$ cat config.mk
export PLATFORM = sky130hd
export DESIGN_NAME = ffbt_cfg
export DESIGN_NICKNAME = d
export VERILOG_FILES = /design/src/rtl/core/ffbt_pkg.sv /design/src/rtl/core/ffbt_cfg.sv
export SDC_FILE = /design/constraint.sdc
export NUM_CORES = 1
export LEC_CHECK = 0
export ABC_AREA = 1
export BUFFER_PORTS_ARGS = -buffer_cell sky130_fd_sc_hd__buf_4
export CAP_MARGIN = 20
export CORE_MARGIN = 2
export CORE_UTILIZATION = 47
export DETAILED_ROUTE_END_ITERATION = 6
export PLACE_DENSITY = 0.85
export SLEW_MARGIN = 10
export SYNTH_ARGS = -nofsm -noshare
export SYNTH_HDL_FRONTEND = slang
export SYNTH_SLANG_ARGS = --single-unit
export TNS_END_PERCENT = 50
$ cat constraint.sdc
create_clock -name clk_i -period 3.2 [get_ports clk_i]
set_clock_uncertainty 0.2 [all_clocks]
set_input_delay 0.8 -clock clk_i [delete_from_list [all_inputs] [get_ports clk_i]]
set_output_delay 0.8 -clock clk_i [all_outputs]
set_load 0.01 [all_outputs]
$ cat src/rtl/core/ffbt_pkg.sv
// Shared types and constants of the first-fit boundary-tag allocator.
`timescale 1ns / 1ps
package ffbt_pkg;

  localparam int unsigned ADDR_W = 24;
  localparam int unsigned SPAN_W = 17;
  localparam int unsigned OFF_W  = 18;
  localparam int unsigned XW     = 28;
  localparam int unsigned OP_W   = 2;
  localparam int unsigned CFG_AW = 3;
  localparam int unsigned CFG_DW = 32;

  localparam int unsigned HEAP_BYTES_DEF = 65536;
  localparam int unsigned PAGE_BYTES_DEF = 16384;
  localparam int unsigned HDR_BYTES      = 8;
  localparam int unsigned MIN_TAIL       = 10;

  localparam logic [OP_W-1:0] OP_ALLOC  = 2'd0;
  localparam logic [OP_W-1:0] OP_FREE   = 2'd1;
  localparam logic [OP_W-1:0] OP_RESIZE = 2'd2;

  localparam logic REG_BASE = 1'b0;
  localparam logic REG_SIZE = 1'b1;

  typedef struct packed {
    logic [SPAN_W-1:0] span;
    logic [SPAN_W-1:0] used;
  } hdr_t;

  typedef struct packed {
    logic [ADDR_W-1:0] heap_base;
    logic [SPAN_W-1:0] heap_size;
  } cfg_t;

endpackage

$ cat src/rtl/core/ffbt_cfg.sv
// APB register file holding the heap base and size.
`timescale 1ns / 1ps
module ffbt_cfg (
  input  logic                          clk_i,
  input  logic                          rst_ni,
  input  logic                          psel,
  input  logic                          penable,
  input  logic                          pwrite,
  input  logic [ffbt_pkg::CFG_AW-1:0]   paddr,
  input  logic [ffbt_pkg::CFG_DW-1:0]   pwdata,
  output logic [ffbt_pkg::CFG_DW-1:0]   prdata,
  output logic                          pready,
  output ffbt_pkg::cfg_t                cfg_o
);
  import ffbt_pkg::*;

  cfg_t cfg_q, cfg_d;
  logic wr_en;

  assign pready = 1'b1;
  assign wr_en  = psel && penable && pwrite;

  always_comb begin
    cfg_d = cfg_q;
    if (wr_en) begin
      case (paddr[2])
        REG_BASE: cfg_d.heap_base = pwdata[ADDR_W-1:0];
        REG_SIZE: cfg_d.heap_size = pwdata[SPAN_W-1:0];
        default:  cfg_d = cfg_q;
      endcase
    end
  end

  always_ff @(posedge clk_i or negedge rst_ni) begin
    if (!rst_ni) begin
      cfg_q <= '0;
    end else begin
      cfg_q <= cfg_d;
    end
  end

  always_comb begin
    case (paddr[2])
      REG_BASE: prdata = CFG_DW'(cfg_q.heap_base);
      REG_SIZE: prdata = CFG_DW'(cfg_q.heap_size);
      default:  prdata = '0;
    endcase
  end

  assign cfg_o = cfg_q;

endmodule

==> After elaboration in Yosys (flattened, before gate mapping) <==
Cells that the tools add are included.
W data, S select, Z words.
{ "classes": {"add_sub_neg": 0, "n_mul": 0, "n_div": 0, "order_cmp": 0, "eq_ne": 0, "shift": 0, "muxes": 1, "bitwise": 1, "reduce_logical": 4} }
{ "ops": {"columns": ["op", "n"], "rows": [
  ["$pmux W32 S2", 1],
  ["$reduce_and A2 Y1", 2],
  ["$logic_and A1 B1 Y1", 2],
  ["$not A1 Y1", 1]
]} }
{ "word_totals": {"register_bits": 41, "latchBits": 0, "ram_bits": 0, "rom_bits": 0, "in_bits": 40, "output_inout_bits": 74, "wordCells": 8, "memories": 0} }

==> Longest topological paths before layout <==
{ "depth": {"depth_word": 3, "ltp_mapped": 6, "mapped_depth_nobuf": 4} }

==> Worst setup path after synthesis <==
OpenSTA, ideal clock, no wires.
{ "synth_timing": {"path_kind": "input-to-output", "startpoint": "input paddr[2] in the netlist's numbering", "endpoint": "output prdata[14] in the netlist's numbering", "arrival_time_ns": 1.398, "setup_slack_ns": 0.802, "path_stages": 4, "cell_sequence": "buf_2 -> clkbuf_1 -> nand2_1 -> nand2_1"} }
{ "synth_via": {"elab_chain_len": 2} }
{ "synth_rtl": {"columns": ["element", "line_no", "source"], "rows": [
  ["start: declaration", "ffbt_cfg.sv:9", "input logic [ffbt_pkg::CFG_AW-1:0] paddr,"],
  ["$not A1 Y1", null, null],
  ["$pmux W32 S2 *", "ffbt_cfg.sv:43", "case (paddr[2])"],
  ["end: declaration", "ffbt_cfg.sv:11", "output logic [ffbt_pkg::CFG_DW-1:0] prdata,"]
]} }
Mark *: on every way between the ends. The rest lies on a longest branch, timed or not. The select of a mux whose other input is x is not followed.

==> Final worst setup path <==
{ "layout_timing": {"startpoint": "input paddr[2] in the netlist's numbering", "endpoint": "output prdata[2] in the netlist's numbering"} }
The elaborated chain is that of the path after synthesis.

==> flow_metrics.tcl <==
set metrics [dict create \
    status "completed" \
    synth_top_area_cell "dfrtp_1" \
    drc_errors 0 \
    power_leakage_nw 1.62 \
    synth.distinct_cells 12 \
    grt_use_met2_pct 40.7 \
    cp-end-kind "output port" \
    synth_edf_count 0 \
    synth.area.mux_share_pct 0 \
    grt_setup_unrepaired "no" \
    crit_arrival_ps 1710 \
    critPathLaunchType "input pin" \
    place_area_um2 2660 \
    first_pass_iters 6 \
    critPathMaxFanout 30 \
    grt_overflow 0 \
    largest_register_ffs 41 \
    nFillCells 327 \
    postSynth.asyncResetShare_pct 100 \
    hold_viol_final 0 \
    hold_class "input pin to asynchronous set/reset pin" \
    ys_seq_area_share_pct 51.5 \
    clock_path_buffers 2 \
    ys_ff_latch 41 \
    drive_gt1_share_pct 30.5 \
    final_cell_area_um2 2740 \
    synth_top_cells_by_count "nand2_1 (134), dfrtp_1 (41), nand3_1 (41)" \
    netlist_area_um2 1990 \
    die_area_um2 4770 \
    drv_slew 0 \
    met3_usage_pct 4.24 \
    powerDensity_nw_per_um2 557 \
    syn_avg_cell_area_um2 7.60 \
    die_w_um 69.1 \
    num_antenna_cells 0 \
    antenna_found_initial 0 \
    synth_area_leaders "dfrtp_1 (52%), nand2_1 (25%), nand3_1 (10%)" \
    cts_setup_buffers 0 \
    first_global_vias 1891 \
    fin_setup_tns_ps 0 \
    grt_pass1_wl_um 8620 \
    clock_latency_ps 280 \
    cts_sinks 41 \
    synth_top_area_share_pct 51.5 \
    vias 1941 \
    area_growth_pct 37.6 \
    yosysMostFrequentCell "nand2_1" \
    vias_per_cell 4.88 \
    synth_cells 262 \
    fmax_mhz 369 \
    slew_headroom_pct 41.7 \
    drv_cap 0 \
    yosysWarnings 0 \
    synth_top_family_by_area "simple AND/OR/NAND/NOR gates" \
    worst-setup-path-type "input pin to output port" \
    cts_resized 0 \
    hold_ws_ps 284 \
    start_util_pct 49.4 \
    ctsHoldBuffers 0 \
    fin_crit_ps 2710 \
    coreArea_um2 4030 \
    place_hpwl_um 3470 \
    cts_tree "yes" \
    grt_usage_pct 21.8 \
    grt_max_degree 42 \
    wl_per_cell_um 12.8 \
    setup_violations 0 \
    grt-busiest-layer "met2" \
    gr-usage-met1_pct 25.1 \
    num_io_pins 114 \
    synthXorXnorAreaFrac_pct 0 \
    synth_ff_type "dfrtp_1" \
    synth_fa_ha_area_share_pct 0 \
    ant_nets 0 \
    post_synth_and_or_nand_nor_area_fraction_pct 38.7 \
    r2r_setup_slack_ps 2310 \
    min_period_over_period_pct 84.7 \
    ir_worst_vdd_mv 0.344 \
    die_h_um 69.1 \
    layout.nets 387 \
    rows 23 \
    drt_iter0_markers 162 \
    drt_wl_total_um 5110 \
    synth_compound_area_share_pct 0 \
    worst_pin_slew_ps 873 \
    cp.required_ps 2200 \
    globalplace.congestion 0.823 \
    cts_root_buffer "clkbuf_8" \
    cts_buffers 5 \
    clk_pin_slew_worst_paths_ps 70 \
    io_buffers 94 \
    htreeDepth 2 \
]
critical path: stages:
cell     delay (ps)
buf_4           190
inv_2           240
buf_12          220
nand2_1          70
nand2_1          60
buf_4           110
kinds of logic after synthesis:
family | count (synthesis)
AND/OR/NAND/NOR | 185
flip-flops | 41
buffers and inverters | 34
other | 2
per-stage QoR:
step	utilization, %	power (mW)	instances	setup slack [ps]
2_1_floorplan	-	0.924	269	802
3_3_place_gp	66.0	1.20	390	508
3_5_place_dp	66.0	1.22	390	495
4_1_cts	68.0	1.54	398	488
5_1_grt	68.0	1.62	398	404
6_report	68.0	1.53	398	488
worst paths after layout:
| kind | cells after the start | startpoint | to |
|---|---|---|---|
| min reg2reg | 2 | cfg_o[12]$_DFFE_PN0P_ | cfg_o[12]$_DFFE_PN0P_ |
| min | 1 | rst_ni | cfg_o[40]$_DFFE_PN0P_ |
| max in group asynchronous | 1 | rst_ni | cfg_o[12]$_DFFE_PN0P_ |
| max | 6 | paddr[2] | prdata[2] |
| min in group clk_i | 2 | cfg_o[12]$_DFFE_PN0P_ | cfg_o[12]$_DFFE_PN0P_ |
| max reg2reg | 2 | cfg_o[32]$_DFFE_PN0P_ | cfg_o[32]$_DFFE_PN0P_ |
layer usage:
metal,wire [um],vias up
li1,-,960
met1,2040,911
met2,2750,65
met3,276,5
met4,46,0
met5,0,-
power by group:
group | switching, mW | total (mW) | internal [mW] | leakage [nW]
clock network | 0.162 | 0.317 | 0.155 | 0.0395
registers | 0.0824 | 0.698 | 0.615 | 0.516
logic | 0.252 | 0.511 | 0.259 | 1.06
cell type report:
class                      instances  area, um^2  area share [%]
multi-input combinational        194         805            29.4
clock buffer                       8        80.1            2.92
tap                               50        62.6            2.28
timing repair buffer              96         733            26.8
inverter                           9        33.8            1.23
sequential                        41        1030            37.4
layout by cell type (no fill, tap or decap):
cell / Yosys / routed
nand2_1: 134 / 134
buf_4: 13 / 95
nand3_1: 41 / 41
dfrtp_1: 41 / 41
conb_1: 2 / 9
inv_1: 7 / 7
nor2_1: 7 / 7
clkbuf_8: 0 / 5
clkbuf_1: 3 / 3
inv_2: 2 / 2
nand4_2: 2 / 2
nor2_4: 1 / 1
buf_12: 0 / 1
No activity file was read; power rests on OpenSTA's default activity.
