[src/rtl/core/ffbt_pkg.sv]
// Shared types and constants of the first-fit boundary-tag allocator.
`timescale 1ns / 1ps
package ffbt_pkg;

  localparam int unsigned ADDR_W = 24;
  localparam int unsigned SPAN_W = 17;
  localparam int unsigned OFF_W  = 18;
  localparam int unsigned XW     = 28;
  localparam int unsigned OP_W   = 2;
  localparam int unsigned CFG_AW = 3;
  localparam int unsigned CFG_DW = 32;

  localparam int unsigned HEAP_BYTES_DEF = 65536;
  localparam int unsigned PAGE_BYTES_DEF = 16384;
  localparam int unsigned HDR_BYTES      = 8;
  localparam int unsigned MIN_TAIL       = 10;

  localparam logic [OP_W-1:0] OP_ALLOC  = 2'd0;
  localparam logic [OP_W-1:0] OP_FREE   = 2'd1;
  localparam logic [OP_W-1:0] OP_RESIZE = 2'd2;

  localparam logic REG_BASE = 1'b0;
  localparam logic REG_SIZE = 1'b1;

  typedef struct packed {
    logic [SPAN_W-1:0] span;
    logic [SPAN_W-1:0] used;
  } hdr_t;

  typedef struct packed {
    logic [ADDR_W-1:0] heap_base;
    logic [SPAN_W-1:0] heap_size;
  } cfg_t;

endpackage

[src/rtl/core/ffbt_req_if.sv]
// Request channel of the allocator.
`timescale 1ns / 1ps
interface ffbt_req_if;
  import ffbt_pkg::*;
  logic              valid;
  logic              ready;
  logic [OP_W-1:0]   op;
  logic [ADDR_W-1:0] block_address;
  logic [ADDR_W-1:0] request_size;
  logic              page_limited;

  modport source (output valid, op, block_address, request_size, page_limited, input ready);
  modport sink (input valid, op, block_address, request_size, page_limited, output ready);
endinterface

[src/rtl/core/ffbt_rsp_if.sv]
// Response channel of the allocator.
`timescale 1ns / 1ps
interface ffbt_rsp_if;
  import ffbt_pkg::*;
  logic              valid;
  logic              ready;
  logic [ADDR_W-1:0] result_address;
  logic              failed;
  logic [ADDR_W-1:0] copy_source;
  logic [SPAN_W-1:0] copy_length;

  modport source (output valid, result_address, failed, copy_source, copy_length, input ready);
  modport sink (input valid, result_address, failed, copy_source, copy_length, output ready);
endinterface

[src/rtl/core/ffbt_seq.sv]
// Sequencer: walks and rewrites the block headers for each request.
`timescale 1ns / 1ps
module ffbt_seq #(
  parameter int unsigned HEAP_BYTES = ffbt_pkg::HEAP_BYTES_DEF,
  parameter int unsigned PAGE_BYTES = ffbt_pkg::PAGE_BYTES_DEF,
  parameter int unsigned IW         = $clog2(ffbt_pkg::HEAP_BYTES_DEF / 2)
) (
  input  logic                 clk_i,
  input  logic                 rst_ni,
  ffbt_req_if.sink             req_i,
  ffbt_rsp_if.source           rsp_o,
  input  ffbt_pkg::cfg_t       cfg_i,
  output logic                 mem_we_o,
  output logic [IW-1:0]        mem_waddr_o,
  output ffbt_pkg::hdr_t       mem_wdata_o,
  output logic                 mem_re_o,
  output logic [IW-1:0]        mem_raddr_o,
  input  ffbt_pkg::hdr_t       mem_rdata_i
);
  import ffbt_pkg::*;

  localparam logic [XW-1:0] PAGE  = XW'(PAGE_BYTES);
  localparam logic [XW-1:0] PMASK = XW'(PAGE_BYTES - 1);
  localparam logic [XW-1:0] HEAPX = XW'(HEAP_BYTES);
  localparam logic [XW-1:0] HDR   = XW'(HDR_BYTES);
  localparam logic [XW-1:0] TAILX = XW'(MIN_TAIL);

  localparam logic [4:0] S_IDLE     = 5'd0;
  localparam logic [4:0] S_DEC      = 5'd1;
  localparam logic [4:0] S_AL_START = 5'd2;
  localparam logic [4:0] S_AL_SETUP = 5'd3;
  localparam logic [4:0] S_AL_C1    = 5'd4;
  localparam logic [4:0] S_AL_C2    = 5'd5;
  localparam logic [4:0] S_AL_C3    = 5'd6;
  localparam logic [4:0] S_FN_A     = 5'd7;
  localparam logic [4:0] S_FN_B     = 5'd8;
  localparam logic [4:0] S_FN_C     = 5'd9;
  localparam logic [4:0] S_RL_A     = 5'd10;
  localparam logic [4:0] S_RL_B     = 5'd11;
  localparam logic [4:0] S_FP_CHK   = 5'd12;
  localparam logic [4:0] S_FP_MRG   = 5'd13;
  localparam logic [4:0] S_RZ_A     = 5'd14;
  localparam logic [4:0] S_RZ_B     = 5'd15;
  localparam logic [4:0] S_OUT      = 5'd16;

  function automatic logic [IW-1:0] idx(input logic [SPAN_W-1:0] off);
    return IW'(off >> 1);
  endfunction

  logic [4:0]        state_q, state_d;
  logic [OP_W-1:0]   op_q, op_d;
  logic [ADDR_W-1:0] addr_q, addr_d;
  logic [ADDR_W-1:0] req_q, req_d;
  logic              pl_q, pl_d;
  logic [ADDR_W:0]   size_q, size_d;
  logic              mv_q, mv_d;
  logic              ready_q, ready_d;
  logic              usable_q, usable_d;
  logic [ADDR_W-1:0] start_q, start_d;
  logic [SPAN_W-1:0] len_q, len_d;
  logic [SPAN_W-1:0] b_q, b_d;
  logic [SPAN_W-1:0] off_q, off_d;
  logic [SPAN_W-1:0] at_q, at_d;
  logic [SPAN_W-1:0] s_q, s_d;
  logic [SPAN_W-1:0] sq_q, sq_d;
  logic [SPAN_W-1:0] tail_q, tail_d;
  logic [SPAN_W-1:0] rest_q, rest_d;
  logic              usedz_q, usedz_d;
  logic              cross_q, cross_d;
  logic [XW-1:0]     blk_q, blk_d;
  logic [XW-1:0]     end_q, end_d;
  logic [XW-1:0]     dst_q, dst_d;
  logic [XW-1:0]     pre_q, pre_d;
  logic [ADDR_W-1:0] res_q, res_d;
  logic              failed_q, failed_d;
  logic [ADDR_W-1:0] csrc_q, csrc_d;
  logic [SPAN_W-1:0] clen_q, clen_d;
  logic              ov_q, ov_d;
  logic [ADDR_W-1:0] o_res_q, o_res_d;
  logic              o_failed_q, o_failed_d;
  logic [ADDR_W-1:0] o_csrc_q, o_csrc_d;
  logic [SPAN_W-1:0] o_clen_q, o_clen_d;

  assign req_i.ready          = (state_q == S_IDLE);
  assign rsp_o.valid          = ov_q;
  assign rsp_o.result_address = o_res_q;
  assign rsp_o.failed         = o_failed_q;
  assign rsp_o.copy_source    = o_csrc_q;
  assign rsp_o.copy_length    = o_clen_q;

  always_comb begin
    logic [XW-1:0]    o_x, l1, lim, want, pre0, sum, cap;
    logic [OFF_W-1:0] n;
    logic             blk_ok, fin;
    hdr_t             rd;

    rd     = mem_rdata_i;
    o_x    = '0;
    l1     = '0;
    lim    = '0;
    want   = '0;
    pre0   = '0;
    sum    = '0;
    cap    = '0;
    n      = '0;
    blk_ok = 1'b0;
    fin    = 1'b0;

    state_d  = state_q;
    op_d     = op_q;
    addr_d   = addr_q;
    req_d    = req_q;
    pl_d     = pl_q;
    size_d   = size_q;
    mv_d     = mv_q;
    ready_d  = ready_q;
    usable_d = usable_q;
    start_d  = start_q;
    len_d    = len_q;
    b_d      = b_q;
    off_d    = off_q;
    at_d     = at_q;
    s_d      = s_q;
    sq_d     = sq_q;
    tail_d   = tail_q;
    rest_d   = rest_q;
    usedz_d  = usedz_q;
    cross_d  = cross_q;
    blk_d    = blk_q;
    end_d    = end_q;
    dst_d    = dst_q;
    pre_d    = pre_q;
    res_d    = res_q;
    failed_d = failed_q;
    csrc_d   = csrc_q;
    clen_d   = clen_q;
    ov_d       = ov_q;
    o_res_d    = o_res_q;
    o_failed_d = o_failed_q;
    o_csrc_d   = o_csrc_q;
    o_clen_d   = o_clen_q;

    mem_we_o    = 1'b0;
    mem_waddr_o = '0;
    mem_wdata_o = '0;
    mem_re_o    = 1'b0;
    mem_raddr_o = '0;

    if (ov_q && rsp_o.ready) begin
      ov_d = 1'b0;
    end

    case (state_q)
      S_IDLE: begin
        if (req_i.valid) begin
          op_d     = req_i.op;
          addr_d   = req_i.block_address;
          req_d    = req_i.request_size;
          pl_d     = req_i.page_limited;
          mv_d     = 1'b0;
          res_d    = '0;
          failed_d = 1'b0;
          csrc_d   = '0;
          clen_d   = '0;
          state_d  = S_DEC;
        end
      end

      S_DEC: begin
        size_d = (ADDR_W + 1)'({1'b0, req_q} + 1'b1) & ~(ADDR_W + 1)'(1);
        o_x    = XW'(addr_q) - XW'(start_q) - HDR;
        blk_ok = usable_q && (XW'(addr_q) >= XW'(start_q) + HDR) && !o_x[0]
                 && (o_x < XW'(len_q));
        off_d  = o_x[SPAN_W-1:0];
        case (op_q)
          OP_ALLOC: state_d = S_AL_START;
          OP_FREE: begin
            if ((addr_q != '0) && blk_ok) begin
              mem_re_o    = 1'b1;
              mem_raddr_o = idx(o_x[SPAN_W-1:0]);
              state_d     = S_RL_A;
            end else begin
              state_d = S_OUT;
            end
          end
          OP_RESIZE: begin
            if (addr_q == '0) begin
              state_d = S_AL_START;
            end else if (!blk_ok) begin
              failed_d = (req_q != '0);
              state_d  = S_OUT;
            end else begin
              mem_re_o    = 1'b1;
              mem_raddr_o = idx(o_x[SPAN_W-1:0]);
              state_d     = (req_q == '0) ? S_RL_A : S_RZ_A;
            end
          end
          default: state_d = S_OUT;
        endcase
      end

      S_AL_START: begin
        if (req_q == '0) begin
          state_d = S_OUT;
        end else if (pl_q && (XW'(size_q) + HDR > PAGE)) begin
          failed_d = 1'b1;
          state_d  = S_OUT;
        end else if (!ready_q) begin
          // Latch the heap geometry once, capped at the store and the address space.
          ready_d = 1'b1;
          start_d = {cfg_i.heap_base[ADDR_W-1:1], 1'b0};
          l1      = XW'(cfg_i.heap_size);
          if (l1 > HEAPX) begin
            l1 = HEAPX;
          end
          lim = (XW'(1) << ADDR_W) - XW'({cfg_i.heap_base[ADDR_W-1:1], 1'b0});
          if (l1 > lim) begin
            l1 = lim;
          end
          len_d    = {l1[SPAN_W-1:1], 1'b0};
          usable_d = (XW'({l1[SPAN_W-1:1], 1'b0}) >= TAILX);
          state_d  = S_AL_SETUP;
        end else if (usable_q) begin
          b_d         = '0;
          mem_re_o    = 1'b1;
          mem_raddr_o = idx('0);
          state_d     = S_AL_C1;
        end else begin
          failed_d = 1'b1;
          state_d  = S_OUT;
        end
      end

      S_AL_SETUP: begin
        if (usable_q) begin
          mem_we_o    = 1'b1;
          mem_waddr_o = idx('0);
          mem_wdata_o = '{span: len_q, used: '0};
          b_d         = '0;
          mem_re_o    = 1'b1;
          mem_raddr_o = idx('0);
          state_d     = S_AL_C1;
        end else begin
          failed_d = 1'b1;
          state_d  = S_OUT;
        end
      end

      S_AL_C1: begin
        s_d     = rd.span;
        usedz_d = (rd.used == '0);
        blk_d   = XW'(start_q) + XW'(b_q);
        end_d   = XW'(start_q) + XW'(b_q) + XW'(rd.span);
        cross_d = pl_q && ((((XW'(start_q) + XW'(b_q) + HDR) & PMASK) + XW'(size_q)) > PAGE);
        dst_d   = (XW'(start_q) + XW'(b_q) + PAGE) & ~PMASK;
        state_d = S_AL_C2;
      end

      S_AL_C2: begin
        pre0 = dst_q - blk_q;
        if (!cross_q) begin
          dst_d = blk_q;
          pre_d = '0;
        end else if (pre0 < HDR) begin
          dst_d = dst_q + PAGE;
          pre_d = pre0 + PAGE;
        end else begin
          pre_d = pre0;
        end
        state_d = S_AL_C3;
      end

      S_AL_C3: begin
        if (usedz_q && (dst_q + HDR + XW'(size_q) <= end_q)) begin
          at_d = b_q + pre_q[SPAN_W-1:0];
          if (pre_q != '0) begin
            // The gap in front of the page boundary stays a free block.
            mem_we_o    = 1'b1;
            mem_waddr_o = idx(b_q);
            mem_wdata_o = '{span: pre_q[SPAN_W-1:0], used: '0};
            sum         = end_q - dst_q;
            sq_d        = sum[SPAN_W-1:0];
          end else begin
            sq_d = s_q;
          end
          res_d   = ADDR_W'(XW'(start_q) + XW'(b_q + pre_q[SPAN_W-1:0]) + HDR);
          state_d = S_FN_A;
        end else begin
          n = {1'b0, b_q} + {1'b0, s_q};
          if ((s_q == '0) || (n >= {1'b0, len_q})) begin
            failed_d = 1'b1;
            res_d    = '0;
            state_d  = S_OUT;
          end else begin
            b_d         = n[SPAN_W-1:0];
            mem_re_o    = 1'b1;
            mem_raddr_o = idx(n[SPAN_W-1:0]);
            state_d     = S_AL_C1;
          end
        end
      end

      S_FN_A: begin
        want = XW'(size_q) + HDR;
        if ((XW'(sq_q) >= want) && (XW'(sq_q) - want >= TAILX)) begin
          sum         = XW'(sq_q) - want;
          rest_d      = sum[SPAN_W-1:0];
          tail_d      = at_q + want[SPAN_W-1:0];
          mem_we_o    = 1'b1;
          mem_waddr_o = idx(at_q + want[SPAN_W-1:0]);
          mem_wdata_o = '{span: sum[SPAN_W-1:0], used: '0};
          state_d     = S_FN_B;
        end else begin
          mem_we_o    = 1'b1;
          mem_waddr_o = idx(at_q);
          mem_wdata_o = '{span: sq_q, used: req_q[SPAN_W-1:0]};
          fin         = 1'b1;
        end
      end

      S_FN_B: begin
        want        = XW'(size_q) + HDR;
        mem_we_o    = 1'b1;
        mem_waddr_o = idx(at_q);
        mem_wdata_o = '{span: want[SPAN_W-1:0], used: req_q[SPAN_W-1:0]};
        n           = {1'b0, tail_q} + {1'b0, rest_q};
        if (n < {1'b0, len_q}) begin
          mem_re_o    = 1'b1;
          mem_raddr_o = idx(n[SPAN_W-1:0]);
          state_d     = S_FN_C;
        end else begin
          fin = 1'b1;
        end
      end

      S_FN_C: begin
        if (rd.used == '0) begin
          mem_we_o    = 1'b1;
          mem_waddr_o = idx(tail_q);
          mem_wdata_o = '{span: rest_q + rd.span, used: '0};
        end
        fin = 1'b1;
      end

      S_RL_A: begin
        if (mv_q) begin
          csrc_d = addr_q;
          clen_d = (XW'(rd.used) < XW'(req_q)) ? rd.used : req_q[SPAN_W-1:0];
        end
        s_d = rd.span;
        n   = {1'b0, off_q} + {1'b0, rd.span};
        if ((rd.span != '0) && (n < {1'b0, len_q})) begin
          mem_re_o    = 1'b1;
          mem_raddr_o = idx(n[SPAN_W-1:0]);
          state_d     = S_RL_B;
        end else begin
          mem_we_o    = 1'b1;
          mem_waddr_o = idx(off_q);
          mem_wdata_o = '{span: rd.span, used: '0};
          b_d         = '0;
          mem_re_o    = 1'b1;
          mem_raddr_o = idx('0);
          state_d     = S_FP_CHK;
        end
      end

      S_RL_B: begin
        mem_we_o    = 1'b1;
        mem_waddr_o = idx(off_q);
        mem_wdata_o = '{span: (rd.used == '0) ? s_q + rd.span : s_q, used: '0};
        b_d         = '0;
        mem_re_o    = 1'b1;
        mem_raddr_o = idx('0);
        state_d     = S_FP_CHK;
      end

      S_FP_CHK: begin
        // Walk from the heap start to find the block in front of the freed one.
        n = {1'b0, b_q} + {1'b0, rd.span};
        if ((rd.span == '0) || (n >= {1'b0, len_q})) begin
          state_d = S_OUT;
        end else if (n[SPAN_W-1:0] == off_q) begin
          if (rd.used == '0) begin
            s_d         = rd.span;
            mem_re_o    = 1'b1;
            mem_raddr_o = idx(off_q);
            state_d     = S_FP_MRG;
          end else begin
            state_d = S_OUT;
          end
        end else begin
          b_d         = n[SPAN_W-1:0];
          mem_re_o    = 1'b1;
          mem_raddr_o = idx(n[SPAN_W-1:0]);
        end
      end

      S_FP_MRG: begin
        if (rd.used == '0) begin
          mem_we_o    = 1'b1;
          mem_waddr_o = idx(b_q);
          mem_wdata_o = '{span: s_q + rd.span, used: '0};
        end
        state_d = S_OUT;
      end

      S_RZ_A: begin
        s_d = rd.span;
        cap = (XW'(rd.span) >= HDR) ? XW'(rd.span) - HDR : '0;
        n   = {1'b0, off_q} + {1'b0, rd.span};
        if (XW'(size_q) <= cap) begin
          sq_d    = rd.span;
          at_d    = off_q;
          res_d   = addr_q;
          state_d = S_FN_A;
        end else if ((rd.span != '0) && (n < {1'b0, len_q})) begin
          mem_re_o    = 1'b1;
          mem_raddr_o = idx(n[SPAN_W-1:0]);
          state_d     = S_RZ_B;
        end else begin
          mv_d    = 1'b1;
          state_d = S_AL_START;
        end
      end

      S_RZ_B: begin
        sum = XW'(s_q) + XW'(rd.span);
        if ((rd.used == '0) && (sum >= XW'(size_q) + HDR)
            && (!pl_q || ((XW'(addr_q) & PMASK) + XW'(size_q) <= PAGE))) begin
          sq_d    = sum[SPAN_W-1:0];
          at_d    = off_q;
          res_d   = addr_q;
          state_d = S_FN_A;
        end else begin
          mv_d    = 1'b1;
          state_d = S_AL_START;
        end
      end

      S_OUT: begin
        if (!ov_q || rsp_o.ready) begin
          ov_d       = 1'b1;
          o_res_d    = res_q;
          o_failed_d = failed_q;
          o_csrc_d   = csrc_q;
          o_clen_d   = clen_q;
          state_d    = S_IDLE;
        end
      end

      default: state_d = S_IDLE;
    endcase

    // After placing a block, a moving resize goes on to free the old one.
    if (fin) begin
      if (mv_q) begin
        mem_re_o    = 1'b1;
        mem_raddr_o = idx(off_q);
        state_d     = S_RL_A;
      end else begin
        state_d = S_OUT;
      end
    end
  end

  always_ff @(posedge clk_i or negedge rst_ni) begin
    if (!rst_ni) begin
      state_q  <= S_IDLE;
      ready_q  <= 1'b0;
      usable_q <= 1'b0;
      start_q  <= '0;
      len_q    <= '0;
      mv_q     <= 1'b0;
      ov_q     <= 1'b0;
    end else begin
      state_q  <= state_d;
      ready_q  <= ready_d;
      usable_q <= usable_d;
      start_q  <= start_d;
      len_q    <= len_d;
      mv_q     <= mv_d;
      ov_q     <= ov_d;
    end
  end

  always_ff @(posedge clk_i) begin
    op_q       <= op_d;
    addr_q     <= addr_d;
    req_q      <= req_d;
    pl_q       <= pl_d;
    size_q     <= size_d;
    b_q        <= b_d;
    off_q      <= off_d;
    at_q       <= at_d;
    s_q        <= s_d;
    sq_q       <= sq_d;
    tail_q     <= tail_d;
    rest_q     <= rest_d;
    usedz_q    <= usedz_d;
    cross_q    <= cross_d;
    blk_q      <= blk_d;
    end_q      <= end_d;
    dst_q      <= dst_d;
    pre_q      <= pre_d;
    res_q      <= res_d;
    failed_q   <= failed_d;
    csrc_q     <= csrc_d;
    clen_q     <= clen_d;
    o_res_q    <= o_res_d;
    o_failed_q <= o_failed_d;
    o_csrc_q   <= o_csrc_d;
    o_clen_q   <= o_clen_d;
  end

endmodule

[src/flat_wrapper.sv]
// flat-port wrapper written by rule: the top's interface ports become plain ports
module ffbt_seq_flat import ffbt_pkg::*;
#(
  parameter int unsigned HEAP_BYTES = ffbt_pkg::HEAP_BYTES_DEF,
  parameter int unsigned PAGE_BYTES = ffbt_pkg::PAGE_BYTES_DEF,
  parameter int unsigned IW         = $clog2(ffbt_pkg::HEAP_BYTES_DEF / 2)
)
  (clk_i, rst_ni, cfg_i, mem_we_o, mem_waddr_o, mem_wdata_o, mem_re_o, mem_raddr_o, mem_rdata_i, req_i_valid, req_i_op, req_i_block_address, req_i_request_size, req_i_page_limited, req_i_ready, rsp_o_valid, rsp_o_result_address, rsp_o_failed, rsp_o_copy_source, rsp_o_copy_length, rsp_o_ready);
  ffbt_req_if req_i_i ();
  ffbt_rsp_if rsp_o_i ();
  input  logic clk_i;
  input  logic rst_ni;
  input  ffbt_pkg::cfg_t cfg_i;
  output logic mem_we_o;
  output logic [IW-1:0] mem_waddr_o;
  output ffbt_pkg::hdr_t mem_wdata_o;
  output logic mem_re_o;
  output logic [IW-1:0] mem_raddr_o;
  input  ffbt_pkg::hdr_t mem_rdata_i;
  input wire logic [$bits(req_i_i.valid)-1:0] req_i_valid;
  input wire logic [$bits(req_i_i.op)-1:0] req_i_op;
  input wire logic [$bits(req_i_i.block_address)-1:0] req_i_block_address;
  input wire logic [$bits(req_i_i.request_size)-1:0] req_i_request_size;
  input wire logic [$bits(req_i_i.page_limited)-1:0] req_i_page_limited;
  output wire logic [$bits(req_i_i.ready)-1:0] req_i_ready;
  output wire logic [$bits(rsp_o_i.valid)-1:0] rsp_o_valid;
  output wire logic [$bits(rsp_o_i.result_address)-1:0] rsp_o_result_address;
  output wire logic [$bits(rsp_o_i.failed)-1:0] rsp_o_failed;
  output wire logic [$bits(rsp_o_i.copy_source)-1:0] rsp_o_copy_source;
  output wire logic [$bits(rsp_o_i.copy_length)-1:0] rsp_o_copy_length;
  input wire logic [$bits(rsp_o_i.ready)-1:0] rsp_o_ready;
  assign req_i_i.valid = req_i_valid;
  assign req_i_i.op = req_i_op;
  assign req_i_i.block_address = req_i_block_address;
  assign req_i_i.request_size = req_i_request_size;
  assign req_i_i.page_limited = req_i_page_limited;
  assign req_i_ready = req_i_i.ready;
  assign rsp_o_valid = rsp_o_i.valid;
  assign rsp_o_result_address = rsp_o_i.result_address;
  assign rsp_o_failed = rsp_o_i.failed;
  assign rsp_o_copy_source = rsp_o_i.copy_source;
  assign rsp_o_copy_length = rsp_o_i.copy_length;
  assign rsp_o_i.ready = rsp_o_ready;
  ffbt_seq #(.HEAP_BYTES(HEAP_BYTES), .PAGE_BYTES(PAGE_BYTES), .IW(IW)) u_core (.clk_i(clk_i), .rst_ni(rst_ni), .req_i(req_i_i), .rsp_o(rsp_o_i), .cfg_i(cfg_i), .mem_we_o(mem_we_o), .mem_waddr_o(mem_waddr_o), .mem_wdata_o(mem_wdata_o), .mem_re_o(mem_re_o), .mem_raddr_o(mem_raddr_o), .mem_rdata_i(mem_rdata_i));
endmodule
[config.mk]
export PLATFORM = sky130hd
export DESIGN_NAME = ffbt_seq_flat
export DESIGN_NICKNAME = d
export VERILOG_FILES = /design/src/rtl/core/ffbt_pkg.sv /design/src/rtl/core/ffbt_req_if.sv /design/src/rtl/core/ffbt_rsp_if.sv /design/src/rtl/core/ffbt_seq.sv /design/src/flat_wrapper.sv
export SDC_FILE = /design/constraint.sdc
export NUM_CORES = 2
export LEC_CHECK = 0
export BUFFER_PORTS_ARGS = -buffer_cell sky130_fd_sc_hd__buf_2
export CAP_MARGIN = 10
export CORE_MARGIN = 2
export CORE_UTILIZATION = 50
export CTS_CLUSTER_DIAMETER = 80
export CTS_CLUSTER_SIZE = 8
export DETAILED_ROUTE_END_ITERATION = 16
export HOLD_SLACK_MARGIN = 0.02
export PLACE_DENSITY_LB_ADDON = 0.25
export SLEW_MARGIN = 20
export SYNTH_ARGS = -nofsm -noshare
export SYNTH_HDL_FRONTEND = slang
export SYNTH_SLANG_ARGS = --single-unit
[constraint.sdc]
create_clock -name clk_i -period 8.95 [get_ports clk_i]
set_clock_uncertainty 0.15 [all_clocks]
set_input_delay 0.4475 -clock clk_i [delete_from_list [all_inputs] [get_ports clk_i]]
set_output_delay 0.4475 -clock clk_i [all_outputs]
set_load 0.01 [all_outputs]
After elaboration in Yosys (flattened, before gate mapping)
Cells that the tools add are included.
{"block": "word_totals", "wordCells": 344, "ff_bits": 485, "output_inout_bits": 134, "input_bits": 130}
{"block": "classes", "n_eq_ne": 50, "reduce_logical": 56, "n_lt_le_gt_ge": 20, "add_sub_neg": 32, "bitwise_logic": 3, "mux": 150}
{"cell": "2-to-1 mux 17 bit", "n": 29}
{"cell": "2-to-1 mux 15 bit", "n": 19}
{"cell": "one-hot mux 34 bit (8 select lines)", "n": 1}
{"cell": "2-to-1 mux 34 bit", "n": 7}
{"cell": "2-to-1 mux 28 bit", "n": 8}
{"cell": "2-to-1 mux 24 bit", "n": 6}
{"cell": "adder 17 x 17 -> 18 bit", "n": 6}
{"cell": "one-hot mux 15 bit (7 select lines)", "n": 1}
{"cell": "one-hot mux 17 bit (3 select lines)", "n": 2}
{"cell": "one-hot mux 17 bit (6 select lines)", "n": 1}
{"cell": "one-hot mux 24 bit (4 select lines)", "n": 1}
{"cell": "2-to-1 mux 5 bit", "n": 19}
{"cell": "one-hot mux 15 bit (6 select lines)", "n": 1}
{"cell": "one-hot mux 5 bit (17 select lines)", "n": 1}
{"cell": "adder 17 bit", "n": 4}
{"cell": "one-hot mux 17 bit (2 select lines)", "n": 2}
{"cell": "adder 28 x 15 -> 28 bit, second input constant", "n": 2}
{"cell": "greater-than comparator 28 x 15 -> 1 bit, second input constant", "n": 2}
{"cell": "one-hot mux 28 bit (2 select lines)", "n": 1}
{"cell": "adder 14 x 25 -> 26 bit", "n": 2}
{"cell": "zero test 17 bit", "n": 3}
{"cell": "zero test 24 bit", "n": 2}
{"cell": "one-hot mux 24 bit (2 select lines)", "n": 1}
{"cell": "nonzero test 24 bit", "n": 2}
{"cell": "other kinds (77)", "n": 188}

Depth between registers and ports, before layout
{"block": "logic_depth", "ltp_word": 13, "mapped_depth": 27, "ltp_nobuf": 26}

Least setup slack after synthesis
No wires, ideal clock.
{"block": "synth_path", "path_type": "register -> register", "start": "reg u_core.size_q[3]", "end": "reg u_core.res_q[0], enable pin", "setup_ns": 0.420, "setup_slack_ns": 2.301, "path_buffers": 1, "required_ns": 8.380, "synth_period_minus_slack_ns": 6.649, "path_stages_with_launch": 25, "arrival_time_ns": 6.080, "cell_sequence": "edfxtp_1 > inv_1 > ha_1 > inv_1 > ha_1 > a211oi_1 > nor2_1 > o32ai_1 > o21ai_0 > nand2_1 > nor2_1 > o41ai_1 > xnor2_1 > ha_1 > a21o_1 > a21o_1 > a21oi_1 > o21ai_0 > a2111oi_0 > a221o_1 > nand3_1 > a21o_1 > and2_0 > clkbuf_1 > a31oi_1"}
{"block": "synth_between", "elab_chain_cells": 6, "elab_cells_between_ends": 15, "cone_classes": "add/sub (3); order compare (4); eq/ne (3); reduce/logical (5)"}
{"item": "start: declaration", "line": "ffbt_seq.sv:55", "source": "logic [ADDR_W:0] size_q, size_d;"}
{"item": "start signal: assignment", "line": "ffbt_seq.sv:491", "source": "size_q <= size_d;"}
{"item": "adder 25 x 4 -> 26 bit or adder 14 x 25 -> 26 bit (tied branches)", "line": "ffbt_seq.sv:428, ffbt_seq.sv:429"}
{"item": ">= comparator 28 bit or less-or-equal comparator 28 x 15 -> 1 bit (tied branches)", "line": "ffbt_seq.sv:428, ffbt_seq.sv:429"}
{"item": "logical AND 1 bit or logical OR 1 bit (tied branches)", "line": "ffbt_seq.sv:428, ffbt_seq.sv:429"}
{"item": "logical AND 1 bit", "line": "ffbt_seq.sv:429", "source": "&& (!pl_q || ((XW'(addr_q) & PMASK) + XW'(size_q) <= PAGE))) begin"}
{"item": "inequality test 2 x 1 -> 1 bit (no line)"}
{"item": "AND reduction 5 bit (no line) *"}
{"item": "end signal: assignment", "line": "ffbt_seq.sv:505", "source": "res_q <= res_d;"}
{"item": "end: declaration", "line": "ffbt_seq.sv:74", "source": "logic [ADDR_W-1:0] res_q, res_d;"}
Mark *: on every way between the ends. The rest lies on a longest branch, timed or not.
A chain may end at the register's enable or synchronous reset.

==> results.md <==
- The flow ran to the end, and the final reports show no timing, DRC or antenna violations.
- The synthesized flop and latch total is 483.
- The mean post-synth cell area is 9.20 um^2.
- The most used flip-flop cell after synthesis is sky130_fd_sc_hd__edfxtp_1.
- In this run the cell area of the synthesized design comes to 0.0440 mm^2.
- The number of antenna violations at the first check in global routing is 8.
- After detailed routing, the total wire length is 167000 um.
- Setup repair after global routing left no endpoint under its margin.
- The weighted congestion reported at the end of routability-driven placement is 1.02.
- The TritonCTS clock tree is built.
- In this run the remaining antenna-violating nets after routing total 0.
- In the final layout, the multi-input gates occupy 0.0281 mm^2.
- The tool flagged a number of max-cap violations equal to 0.
- The wire length of the first global-routing pass is 245000 um.
- The capturing element type of the critical path is an output port.
- Static timing analysis puts the maximum clock frequency at 0.117 GHz.
- Post-CTS timing repair inserted 0 buffers for setup.
- Counting the fill cells in the layout gives 7813.
- For the worst setup path, the data required time is 8.35 ns.
- The finished cells cover 0.0497 mm^2.
- Yosys mapped the design onto 98 distinct sky130hd cell types.
- The slew at the pin with the worst max-slew slack is 1.31 ns.
- The post-detailed-route via-to-cell ratio is 6.42.
- The placed instances occupy a cell area of 0.0468 mm^2.
- The clock tree synthesis step divided the H-tree into 3 levels.
- Headroom to the max-slew limit came out at 12.6%.
- The floorplan step set the die width to 301 um.
- The number of cells after detailed placement is 6124.
- In the final design database the tool counted 5831 nets.
- The post-layout minimum cycle time is 8.58 ns.
- The full die area is 0.0904 mm^2.
- In the final routed layout, each cell accounts on average for 26.4 um.
- After synthesis, the share of flip-flops with an asynchronous set or reset is 9.94%.
- The type of the worst setup path is reg -> out.
- The number of detailed-routing iterations run before antenna repair is 7.
- The count of routing violations after the opening detailed-route iteration is 4893.
- The number of hold violations in the final report is 0.
- The classification of the worst-slack hold path is in -> reg.
- STA classifies the critical path startpoint as a flop.
- The largest net degree at the start of global routing is 66.
- The number of clock sinks is 483.
- For this design the top-level I/O count stands at 264.
- The data arrival at the endpoint of the critical path is 7.98 ns.
- The net count after synthesis is 5494.
- The synthesized design contains 435 enable-type register cells.
- The ratio of cells with drive above 1 in the final layout is 10.6%.
- The number of gates resized after cts is 0.
- The die height is 301 um.
- Clock-pin slew was measured on the worst setup and hold paths at 0.06 ns.
- The area taken by flip-flops and latches is 0.0143 mm^2.
- The number of buffers on the longest clock path is 3.
- The gate count after technology mapping is 4782.
- 0 antenna diodes ended up in the layout.
- The cell area power density is 335 mW/mm^2.
- The remaining routing DRC violations is 0.
- The initial utilization of the core area, before any placement, comes to 50.6%.
- The worst supply voltage drop on vdd is 0.000237 V.
- The number of max-slew violations in the final report came to 0.
- Global routing used 36.2% of the available tracks across all layers.
- Across all hold checks on the routed design, the worst slack comes to 0.0575 ns.
- The via count of the first global-routing pass is 38300.
- The floorplan core area is 0.0870 mm^2.
- The clock reaches the later pin of the worst-skew pair after 0.67 ns.
- The total number of vias is 40500.
- The aggregate negative setup slack is 0 ns.
- The maximum net fanout on the critical path is 24.
- For flop-to-flop paths, the worst setup slack is 1.57 ns.
- The root buffer cell chosen for the clock tree is sky130_fd_sc_hd__clkbuf_16.
- Setup violations remaining at the end of the flow were counted as 0.
- The utilization after layout is 57.1%.
- For this run the aggregate overflow at the end of global routing stands at 0.
- The total of hold buffers inserted after clock tree synthesis is 72.
- During synthesis, Yosys emitted a total of 0 warnings.
- Clock tree synthesis inserted a total of 75 buffers.
- The final critical path takes up 95.9% of the cycle.
- The floorplan has 108 rows.
- Sequential cells were found to cover 32.4% of the synthesized design area.
- Input and output buffers added on the ports amount to 262.
- The finished layout holds 6305 standard cells, fillers aside.
- The half-perimeter wire length after detailed placement is 131000 um.
- The signed area change from the synthesized netlist to the final layout is 13.0%.
- The leakage dissipation is 0.0212 uW.
worst max-delay path, stage by stage (launching register included):
cell and delay, ns:
sky130_fd_sc_hd__edfxtp_1 0.37, sky130_fd_sc_hd__inv_1 0.24, sky130_fd_sc_hd__ha_1 0.32, sky130_fd_sc_hd__inv_1 0.08, sky130_fd_sc_hd__ha_1 0.25, sky130_fd_sc_hd__a211oi_1 0.28
sky130_fd_sc_hd__nor2_1 0.14, sky130_fd_sc_hd__o32ai_1 0.56, sky130_fd_sc_hd__a2bb2oi_1 0.31, sky130_fd_sc_hd__a21oi_1 0.14, sky130_fd_sc_hd__a21oi_1 0.31, sky130_fd_sc_hd__o21ai_0 0.22
sky130_fd_sc_hd__xor2_1 0.20, sky130_fd_sc_hd__ha_1 0.32, sky130_fd_sc_hd__nand2_1 0.08, sky130_fd_sc_hd__nor4_1 0.67, sky130_fd_sc_hd__o41ai_1 0.27, sky130_fd_sc_hd__a221o_1 0.39
sky130_fd_sc_hd__nand3_1 0.22, sky130_fd_sc_hd__a21oi_1 0.16, sky130_fd_sc_hd__nand2_1 0.15, sky130_fd_sc_hd__buf_4 0.30, sky130_fd_sc_hd__nor2_1 0.07, sky130_fd_sc_hd__buf_4 0.23
sky130_fd_sc_hd__a221oi_1 0.31, sky130_fd_sc_hd__o311ai_0 0.45, sky130_fd_sc_hd__buf_2 0.30
report_power, final:
group	total, uW	switching (uW)	internal (uW)
sequential	3990	760	3230
clock	2750	1150	1600
combinational	9930	6190	3740
total	16700	8100	8570
area by class of cell:
class	count	share of cell area [%]
inverter	316	2.39
clock inverter	14	0.377
clock buffer	94	4.02
tap	1155	2.91
multi-input combinational	3842	56.5
timing repair buffer	401	5.14
sequential	483	28.7
synth_stat cells, drive strengths merged, types with 62 or more instances:
cell	n	area (um^2)
clkbuf	117	439
nand2	380	1430
edfxtp	435	13100
nor3	116	596
a211oi	63	473
ha	564	7060
nor2b	62	388
nor4	65	425
nand3	149	746
nor2	333	1250
nand4	68	432
a21o	146	1100
a21oi	293	1470
inv	316	1190
o21ai	264	1320
xor2	123	1100
xnor2	257	2260
per-stage QoR:
stage / total power (uW) / setup slack [ns]
final: 16700 / 0.371
after global routing: 17700 / 0.0875
after CTS: 16300 / 0.543
after detailed placement: 13500 / 1.30
after global placement: 13400 / 1.43
after floorplan: 10400 / 2.30
routing by layer:
layer | up-vias | track usage (%) | wire, um
li1 | 18600 | - | -
met1 | 19200 | 49.0 | 68700
met2 | 2217 | 53.8 | 69300
met3 | 459 | 8.85 | 18700
met4 | 10 | 18.5 | 9870
met5 | - | 0 | 109
cell families (layout without fill, tap and decap cells):
family | after synthesis | in the layout | share of synthesized area [%]
xor+xnor | 384 | 384 | 7.83
other cells | 1 | 1 | 0.00852
fa+ha+maj | 582 | 582 | 16.9
flops | 483 | 483 | 32.4
buf+inv | 457 | 825 | 3.96
simple gates | 1472 | 1472 | 16.6
mux | 86 | 86 | 2.08
compound gates | 1317 | 1317 | 20.2
placed cells by master (no fill, tap or decap), types with 143 or more instances in the layout:
cell type                    n
sky130_fd_sc_hd__nand3_1   149
sky130_fd_sc_hd__ha_1      564
sky130_fd_sc_hd__a21oi_1   292
sky130_fd_sc_hd__inv_1     314
sky130_fd_sc_hd__nor2_1    328
sky130_fd_sc_hd__xnor2_1   256
sky130_fd_sc_hd__o21ai_0   257
sky130_fd_sc_hd__a21o_1    143
sky130_fd_sc_hd__edfxtp_1  435
sky130_fd_sc_hd__buf_2     262
sky130_fd_sc_hd__nand2_1   379
registers in the layout (all words and copies together), names as in the netlist, 25 cells and up:
register and flops:
u_core.end_q 26, u_core.dst_q 28, u_core.blk_q 25, u_core.pre_q 28
worst paths after layout:
kind | from | to | depth (start not counted)
max in group asynchronous | rst_ni | u_core.len_q[6] | 3
max reg2reg | u_core.size_q[3] | u_core.res_q[1] | 25
max | u_core.size_q[3] | mem_wdata_o[30] | 26
min | cfg_i[19] | u_core.start_q[2] | 3
min in group asynchronous | rst_ni | u_core.start_q[22] | 3
min reg2reg | u_core.clen_q[4] | u_core.rsp_o.copy_length[4] | 0
Power figures use the tool's default switching activity.
